[src/assert_macros.svh]
// Assertion macros for the RTL of the Hamming codec.
`ifndef ASSERT_MACROS_SVH
`define ASSERT_MACROS_SVH

`ifndef SYNTHESIS
// Check that a property holds at every clock edge outside reset.
`define ASSERT_PROP(lbl, clk, rst_n, prop, msg) \
	lbl: assert property (@(posedge clk) disable iff (!rst_n) (prop)) else $error(msg);
// Check that a condition never holds at a clock edge outside reset.
`define ASSERT_NEVER(lbl, clk, rst_n, cond, msg) \
	lbl: assert property (@(posedge clk) disable iff (!rst_n) !(cond)) else $error(msg);
`else
`define ASSERT_PROP(lbl, clk, rst_n, prop, msg)
`define ASSERT_NEVER(lbl, clk, rst_n, cond, msg)
`endif

`endif

[src/hsec_pkg.sv]
// Types, constants and geometry functions for the Hamming codec.
package hsec_pkg;

	localparam int WordW              = 63;
	localparam int SynW               = 6;
	localparam int LenW               = 6;
	localparam int MaxCodeBitsDefault = 63;
	localparam logic [LenW-1:0] ResetMsgBits = 6'd4;

	typedef enum logic {
		ACT_ENCODE = 1'b0,
		ACT_CHECK  = 1'b1
	} action_t;

	typedef struct packed {
		logic [WordW-1:0] word;
		logic [SynW-1:0]  syndrome;
		logic             corrected;
		logic             invalid;
	} hsec_result_t;

	// Parity count for a message length: least r with 2^r >= m + r + 1.
	function automatic logic [2:0] parity_count(input logic [LenW-1:0] m);
		logic [2:0] r;
		if (m <= 6'd1)       r = 3'd2;
		else if (m <= 6'd4)  r = 3'd3;
		else if (m <= 6'd11) r = 3'd4;
		else if (m <= 6'd26) r = 3'd5;
		else if (m <= 6'd57) r = 3'd6;
		else                 r = 3'd7;
		return r;
	endfunction

	// Largest message length whose codeword fits in max_bits positions.
	function automatic int max_msg_bits(input int max_bits);
		int res;
		res = 1;
		for (int m = 1; m < 64; m++) begin
			if (m + int'(parity_count(LenW'(m))) <= max_bits) res = m;
		end
		return res;
	endfunction

	// Codeword length for a register value, after the zero and size clamps.
	function automatic logic [LenW-1:0] code_len(input logic [LenW-1:0] value,
			input logic [LenW-1:0] max_m);
		logic [LenW-1:0] m;
		logic [LenW:0]   n;
		m = (value == '0) ? LenW'(1) : value;
		if (m > max_m) m = max_m;
		n = {1'b0, m} + (LenW+1)'(parity_count(m));
		return n[LenW-1:0];
	endfunction

	// Mask with the low n codeword positions set.
	function automatic logic [WordW-1:0] len_mask(input logic [LenW-1:0] n);
		return {WordW{1'b1}} >> (WordW - int'(n));
	endfunction

	function automatic logic is_pow2(input int p);
		return (p != 0) && ((p & (p - 1)) == 0);
	endfunction

	// Message bit index carried by a non-power-of-two position p.
	function automatic int msg_index(input int p);
		int pw;
		pw = 0;
		for (int t = 0; t < SynW; t++) begin
			if ((1 << t) <= p) pw++;
		end
		return p - 1 - pw;
	endfunction

	// Positions whose index has bit t set, as a bit vector (position p at bit p-1).
	function automatic logic [WordW-1:0] syn_cover(input int t);
		logic [WordW-1:0] v;
		v = '0;
		for (int p = 1; p <= WordW; p++) begin
			v[p-1] = ((p >> t) & 1) != 0;
		end
		return v;
	endfunction

endpackage

[src/hamming_sec_encode_correct.sv]
// Top level of the Hamming single-error-correcting codec.
//
//   channel | direction | handshake              | payload
//   --------+-----------+------------------------+--------------------------------------
//   in      | to block  | in_valid / in_stall    | action, word
//   out     | from block| out_valid / out_stall  | result_word, syndrome,
//           |           |                        | error_corrected, syndrome_invalid
//   cfg     | to block  | cfg_wr_en              | cfg_wr_data (message length)
//
// One word per cycle unless stalled: an input register, one pass of XOR trees, then the
// result register, which holds a result while the output is stalled.
// Reset clears both stage valids and loads the message length of four.
// A stalled result holds; the input register still takes a word while it is empty.
module hamming_sec_encode_correct #(
	parameter int MAX_CODE_BITS = hsec_pkg::MaxCodeBitsDefault
) (
	input  logic                              clk,
	input  logic                              arst_n,
	input  logic                              cfg_wr_en,
	input  logic [hsec_pkg::LenW-1:0]         cfg_wr_data,
	input  logic                              in_valid,
	output logic                              in_stall,
	input  logic                              action,
	input  logic [hsec_pkg::WordW-1:0]        word,
	output logic                              out_valid,
	input  logic                              out_stall,
	output logic [hsec_pkg::WordW-1:0]        result_word,
	output logic [hsec_pkg::SynW-1:0]         syndrome,
	output logic                              error_corrected,
	output logic                              syndrome_invalid
);
	import hsec_pkg::*;

	`include "assert_macros.svh"

	localparam logic [LenW-1:0] MaxM   = LenW'(max_msg_bits(MAX_CODE_BITS));
	localparam logic [LenW-1:0] ResetN = code_len(ResetMsgBits, MaxM);

	logic [LenW-1:0]  code_n_q;
	logic [WordW-1:0] code_mask_q;
	logic             valid_s1;
	logic             action_s1;
	logic [WordW-1:0] word_s1;
	logic             hold_s2;
	logic             load_s1;
	hsec_result_t     res;

	// Geometry follows each register write.
	always_ff @(posedge clk or negedge arst_n) begin
		if (!arst_n) begin
			code_n_q    <= ResetN;
			code_mask_q <= len_mask(ResetN);
		end else if (cfg_wr_en) begin
			code_n_q    <= code_len(cfg_wr_data, MaxM);
			code_mask_q <= len_mask(code_len(cfg_wr_data, MaxM));
		end
	end

	// Stall the input only when both stages are full and the output is stalled.
	assign hold_s2  = out_valid && out_stall;
	assign in_stall = valid_s1 && hold_s2;
	assign load_s1  = in_valid && !in_stall;

	// Input stage: take a transfer, drop it once it moves on.
	always_ff @(posedge clk or negedge arst_n) begin
		if (!arst_n) begin
			valid_s1 <= 1'b0;
		end else if (load_s1) begin
			valid_s1 <= 1'b1;
		end else if (!hold_s2) begin
			valid_s1 <= 1'b0;
		end
	end

	always_ff @(posedge clk) begin
		if (load_s1) begin
			action_s1 <= action;
			word_s1   <= word;
		end
	end

	hsec_codec u_codec (
		.action    (action_s1),
		.word      (word_s1),
		.code_n    (code_n_q),
		.code_mask (code_mask_q),
		.result    (res)
	);

	// Result stage: hold while stalled, otherwise advance.
	always_ff @(posedge clk or negedge arst_n) begin
		if (!arst_n) begin
			out_valid <= 1'b0;
		end else if (!hold_s2) begin
			out_valid <= valid_s1;
		end
	end

	always_ff @(posedge clk) begin
		if (!hold_s2 && valid_s1) begin
			result_word      <= res.word;
			syndrome         <= res.syndrome;
			error_corrected  <= res.corrected;
			syndrome_invalid <= res.invalid;
		end
	end

	`ASSERT_NEVER(a_flag_excl, clk, arst_n, out_valid && error_corrected && syndrome_invalid,
		"correction and invalid syndrome flagged together")
	`ASSERT_PROP(a_corr_syn, clk, arst_n,
		(out_valid && error_corrected) |-> (syndrome != '0 && syndrome <= code_n_q),
		"correction flagged with a syndrome outside the codeword")
	`ASSERT_NEVER(a_word_mask, clk, arst_n, out_valid && ((result_word & ~code_mask_q) != '0),
		"result word has bits past the codeword length")
	`ASSERT_PROP(a_load_s1, clk, arst_n, load_s1 |=> valid_s1,
		"accepted word missing from the input stage")
	`ASSERT_PROP(a_stall_full, clk, arst_n, in_stall |-> (valid_s1 && out_valid),
		"input stalled while a stage is empty")

endmodule

[src/hsec_codec.sv]
// Single-pass Hamming encode and check/correct logic for one word.
module hsec_codec (
	input  logic                                    action,
	input  logic [hsec_pkg::WordW-1:0]              word,
	input  logic [hsec_pkg::LenW-1:0]               code_n,
	input  logic [hsec_pkg::WordW-1:0]              code_mask,
	output hsec_pkg::hsec_result_t                  result
);
	import hsec_pkg::*;

	logic [WordW-1:0] spread;
	logic [WordW-1:0] cw_in;
	logic [SynW-1:0]  syn;
	logic [WordW-1:0] parity_bits;
	logic [WordW-1:0] flip;
	logic             syn_over;
	logic             syn_hit;

	// Place message bits at the non-power-of-two positions.
	always_comb begin
		spread = '0;
		for (int p = 1; p <= WordW; p++) begin
			if (!is_pow2(p)) spread[p-1] = word[msg_index(p)];
		end
	end

	// Pick the word to code and drop positions past the codeword length.
	assign cw_in = ((action == ACT_CHECK) ? word : spread) & code_mask;

	// Syndrome: XOR of the indexes of all set positions.
	always_comb begin
		for (int t = 0; t < SynW; t++) begin
			syn[t] = ^(cw_in & syn_cover(t));
		end
	end

	// Parity bits sit at the power-of-two positions.
	always_comb begin
		parity_bits = '0;
		for (int t = 0; t < SynW; t++) begin
			parity_bits[(1 << t) - 1] = syn[t];
		end
	end

	assign syn_over = syn > code_n;
	assign syn_hit  = (syn != '0) && !syn_over;
	assign flip     = syn_hit ? (WordW'(1) << (syn - SynW'(1))) : '0;

	// Build the result for either action.
	always_comb begin
		if (action == ACT_CHECK) begin
			result.word      = cw_in ^ flip;
			result.syndrome  = syn;
			result.corrected = syn_hit;
			result.invalid   = syn_over;
		end else begin
			result.word      = (cw_in | parity_bits) & code_mask;
			result.syndrome  = '0;
			result.corrected = 1'b0;
			result.invalid   = 1'b0;
		end
	end

endmodule

[config.mk]
export PLATFORM = sky130hd
export DESIGN_NAME = hamming_sec_encode_correct
export DESIGN_NICKNAME = d
export VERILOG_FILES = /design/src/hsec_pkg.sv /design/src/hamming_sec_encode_correct.sv /design/src/hsec_codec.sv
export VERILOG_INCLUDE_DIRS = /design/src /design/src/src
export SDC_FILE = /design/constraint.sdc
export NUM_CORES = 1
export LEC_CHECK = 0
export BUFFER_PORTS_ARGS = -buffer_cell sky130_fd_sc_hd__buf_2
export CORE_MARGIN = 1.5
export CORE_UTILIZATION = 63
export CTS_CLUSTER_SIZE = 10
export DETAILED_ROUTE_END_ITERATION = 16
export GPL_ROUTABILITY_DRIVEN = 1
export PLACE_DENSITY = 0.89
export REMOVE_ABC_BUFFERS = 1
export SETUP_SLACK_MARGIN = 0.4
export SYNTH_ARGS = -nofsm -noshare
export SYNTH_HDL_FRONTEND = slang
export SYNTH_HIERARCHICAL = 1
export SYNTH_SLANG_ARGS = --single-unit
[constraint.sdc]
create_clock -name clk -period 16.7 [get_ports clk]
set_clock_uncertainty 0.15 [all_clocks]
set_input_delay 2.505 -clock clk [delete_from_list [all_inputs] [get_ports clk]]
set_output_delay 2.505 -clock clk [all_outputs]
set_load 0.01 [all_outputs]
==> results.py <==
metrics = {
    "worst_setup_path": {
        "critPathKind": "reg2reg",
        "required_ns": 16.80,
        "reg2regPathDepth": 19,
        "cp_common_cell": "xnor2_1",
        "critPathBufInv": 4,
        "worstPathCellList": "buf_4, buf_4, mux2_2, nand2_1, xnor2_1, xnor2_1, xnor2_1, xnor3_2, xor2_1, inv_1, ha_1, o21ai_0, inv_1, o21a_1, maj3_2, maj3_4, a2111oi_0, o22ai_1, a32o_1",
        "crit_path_max_fanout": 49,
        "critPathCaptureType": "register",
        "worst_setup_path_start_kind": "register",
        "slowest_delay_ns": 0.78,
        "crit_family": "XOR/XNOR gates",
        "critPathSlowestCell": "a2111oi_0",
        "arrival_ns": 6.93,
        "cp.depth": 19,
    },
    "min_path": {
        "whs_path_depth": 1,
        "holdCritPathClass": "reg2reg",
    },
    "yosys": {
        "synthTopCellsByArea": "edfxtp_1 35%, dfrtp_1 13%, xnor2_1 6.3%",
        "synth-seq-cells": 205,
        "yosysTopAreaCellShare_pct": 34.9,
        "seq_area_frac_synth_pct": 50.0,
        "synth-async-reset-ratio_pct": 34.1,
        "synth_edf_count": 135,
        "ys_types": 104,
        "synthCells": 965,
        "yosysWarningCount": 6,
        "postSynthAreaPerCell_um2": 12.1,
        "synth_top_cell_by_area": "edfxtp_1",
        "syn_area_um2": 11600,
        "ys.flop_type": "edfxtp_1",
    },
    "clock_tree": {
        "cts_resized": 0,
        "clk_pin_slew_ns": 0.05,
        "cts_tree": "yes",
        "root_buffer": "clkbuf_16",
        "cts_sinks": 205,
        "cts_buffers": 24,
        "clockBufferDepth": 3,
        "cts_max_level": 1,
        "worstSkewPairLatency_ns": 0.52,
        "cts_setup_buffers": 0,
        "hold_buffers": 0,
    },
    "layout": {
        "diodes": 0,
        "layout.nets": 1187,
        "drive_above_1_share_pct": 27.4,
        "finish.utilization_pct": 72.7,
        "synthToLayoutAreaGrowth_pct": 12.6,
        "layout_common_cells": "147 x buf_2, 135 x edfxtp_1, 98 x nand2_1",
        "final_common_cell": "buf_2",
        "num-fill-cells": 1236,
    },
    "floorplan": {
        "core-area_um2": 18000,
        "dieArea_um2": 19300,
        "top_level_ports": 148,
        "rows": 49,
        "die_height_um": 139,
        "die_x_um": 139,
        "start_util_pct": 64.5,
    },
    "power_and_ir_drop": {
        "p_per_area_nw_per_um2": 219,
        "ir_drop_uv": 219,
        "leakagePower_nw": 5.15,
    },
    "routing": {
        "wirelength_um": 31300,
        "drtIter0Drc": 1010,
        "wl_per_cell_um": 23.1,
        "first_pass_iters": 8,
        "drc": 0,
        "vias_per_cell": 6.42,
        "detail-route-antenna-nets": 0,
        "route.vias.total": 8669,
    },
    "run": {
        "drv_cap": 0,
    },
    "global_routing": {
        "overflow": 0,
        "grt_pass1_vias": 8150,
        "grt_max_degree": 72,
        "grt_antenna_before_repair": 1,
        "gr-usage-all-layers_pct": 31.8,
        "grt_pass1_wl_um": 47200,
    },
    "sta": {
        "hold_violations": 0,
        "relSlewSlack_pct": 23.3,
        "fmax_mhz": 146,
        "post-route-min-period_ns": 6.83,
        "min_period_over_period_pct": 40.9,
        "drv_slew": 0,
        "timing.setup.tns_ns": 0,
        "setup_viol": 0,
        "worstMarginPinSlew_ns": 1.15,
        "rsz0062_at_grt": "no",
    },
    "placed_design": {
        "io_buffers": 147,
        "hpwl_um": 23200,
        "gp_routability_congestion": 1.05,
    },
    "outcome": {
        "status": "finished clean",
    },
}
==> power by group <==
part	internal, mW	total (mW)	switching, mW
Sequential	0.650	0.687	0.0369
Clock	0.278	0.467	0.190
Combinational	0.551	1.72	1.17
Total	1.48	2.87	1.39
==> state kept, by name, summed over array words and instances (netlist names) <==
| signal | count |
|---|---|
| result_word | 63 |
| action_s1 | 1 |
| error_corrected | 1 |
| word_s1 | 63 |
| out_valid | 1 |
| code_n_q | 5 |
| syndrome_invalid | 1 |
| valid_s1 | 1 |
| syndrome | 6 |
| code_mask_q | 63 |
==> area by class of cell <==
cell class	instances	area (um^2)	area share, %
flip-flops and latches	205	5820	44.4
multi-input cells	683	5360	40.9
repair buffers	158	818	6.25
clock buffers	43	693	5.29
well taps	229	287	2.19
inverters	32	120	0.917
clock inverters	1	5.00	0.0382
==> cell families (layout without fill, tap and decap cells) <==
logic type	after synthesis	in the layout	synth area share (%)
flip-flops	205	205	50.0
adder cells (fa/ha/maj)	12	12	1.31
buffers and inverters	77	234	4.01
multiplexers	60	60	6.02
AO/OA/AOI/OAI	173	173	12.5
XOR/XNOR	166	166	14.5
AND/OR/NAND/NOR	272	272	11.7
==> worst reg2reg max path, delay by kind of cell, from the launching register on <==
kind                     cells  cell delay (ns)
XOR/XNOR                     5             1.58
AO/OA/AOI/OAI                5             1.49
buffers and inverters        4             1.28
adder cells (fa/ha/maj)      3             1.07
multiplexers                 1             0.43
flip-flops                   1             0.32
AND/OR/NAND/NOR              1             0.23
==> cell usage after synthesis (5+ instances only) <==
library cell / n
edfxtp_1: 135
nand2_1: 98
xnor2_1: 84
xor2_1: 63
dfrtp_1: 60
nor2_1: 44
mux2_2: 41
nand3_1: 35
a21oi_1: 32
inv_1: 31
o2bb2ai_1: 15
nand2_2: 14
o21ai_0: 14
clkbuf_1: 13
nand4_1: 12
nor3_1: 12
and2_1: 11
buf_2: 11
dfstp_2: 10
buf_6: 9
mux2_4: 8
o22a_1: 8
o22ai_1: 8
a22o_1: 7
a31oi_1: 7
ha_1: 7
mux2_1: 7
nor4_1: 7
xnor3_1: 7
a221o_1: 6
nor2b_1: 6
o32ai_1: 6
xnor2_2: 6
a211oi_1: 5
a21o_1: 5
a22oi_1: 5
==> stage by stage <==
stage	total power [mW]	hold slack [ns]	std cells	setup WS (ns)	cell area, um^2
floorplan	1.84	0.293	920	8.30	11300
global placement	2.34	0.311	1307	10.16	12400
detailed placement	2.34	0.324	1307	10.04	12400
CTS	2.81	0.337	1351	10.01	13100
global route	2.97	0.355	1351	9.65	13100
finish	2.87	0.336	1351	9.87	13100
==> routing by layer <==
layer	vias up	GRT usage [%]	part of all wire (%)
met1	4208	42.6	39
li1	3791	-	-
met4	2	14.7	5.0
met5	-	0	0.042
met3	125	5.77	8.9
met2	543	50.9	47
==> worst paths after layout <==
kind	startpoint	end	slack, ns
worst max-delay path	action_s1$_DFFE_PP_	result_word[8]$_DFFE_PP_	9.87
worst min-delay path	code_mask_q[38]$_DFFE_PN0P_	code_mask_q[38]$_DFFE_PN0P_	0.34
worst max register to register	action_s1$_DFFE_PP_	result_word[8]$_DFFE_PP_	9.87
worst min register to register	code_mask_q[38]$_DFFE_PN0P_	code_mask_q[38]$_DFFE_PN0P_	0.34
max in group asynchronous	arst_n	code_n_q[4]$_DFFE_PN0P_	13.75
min in group asynchronous	arst_n	code_mask_q[60]$_DFFE_PN0P_	2.05
(Power assumes the default switching activity.)
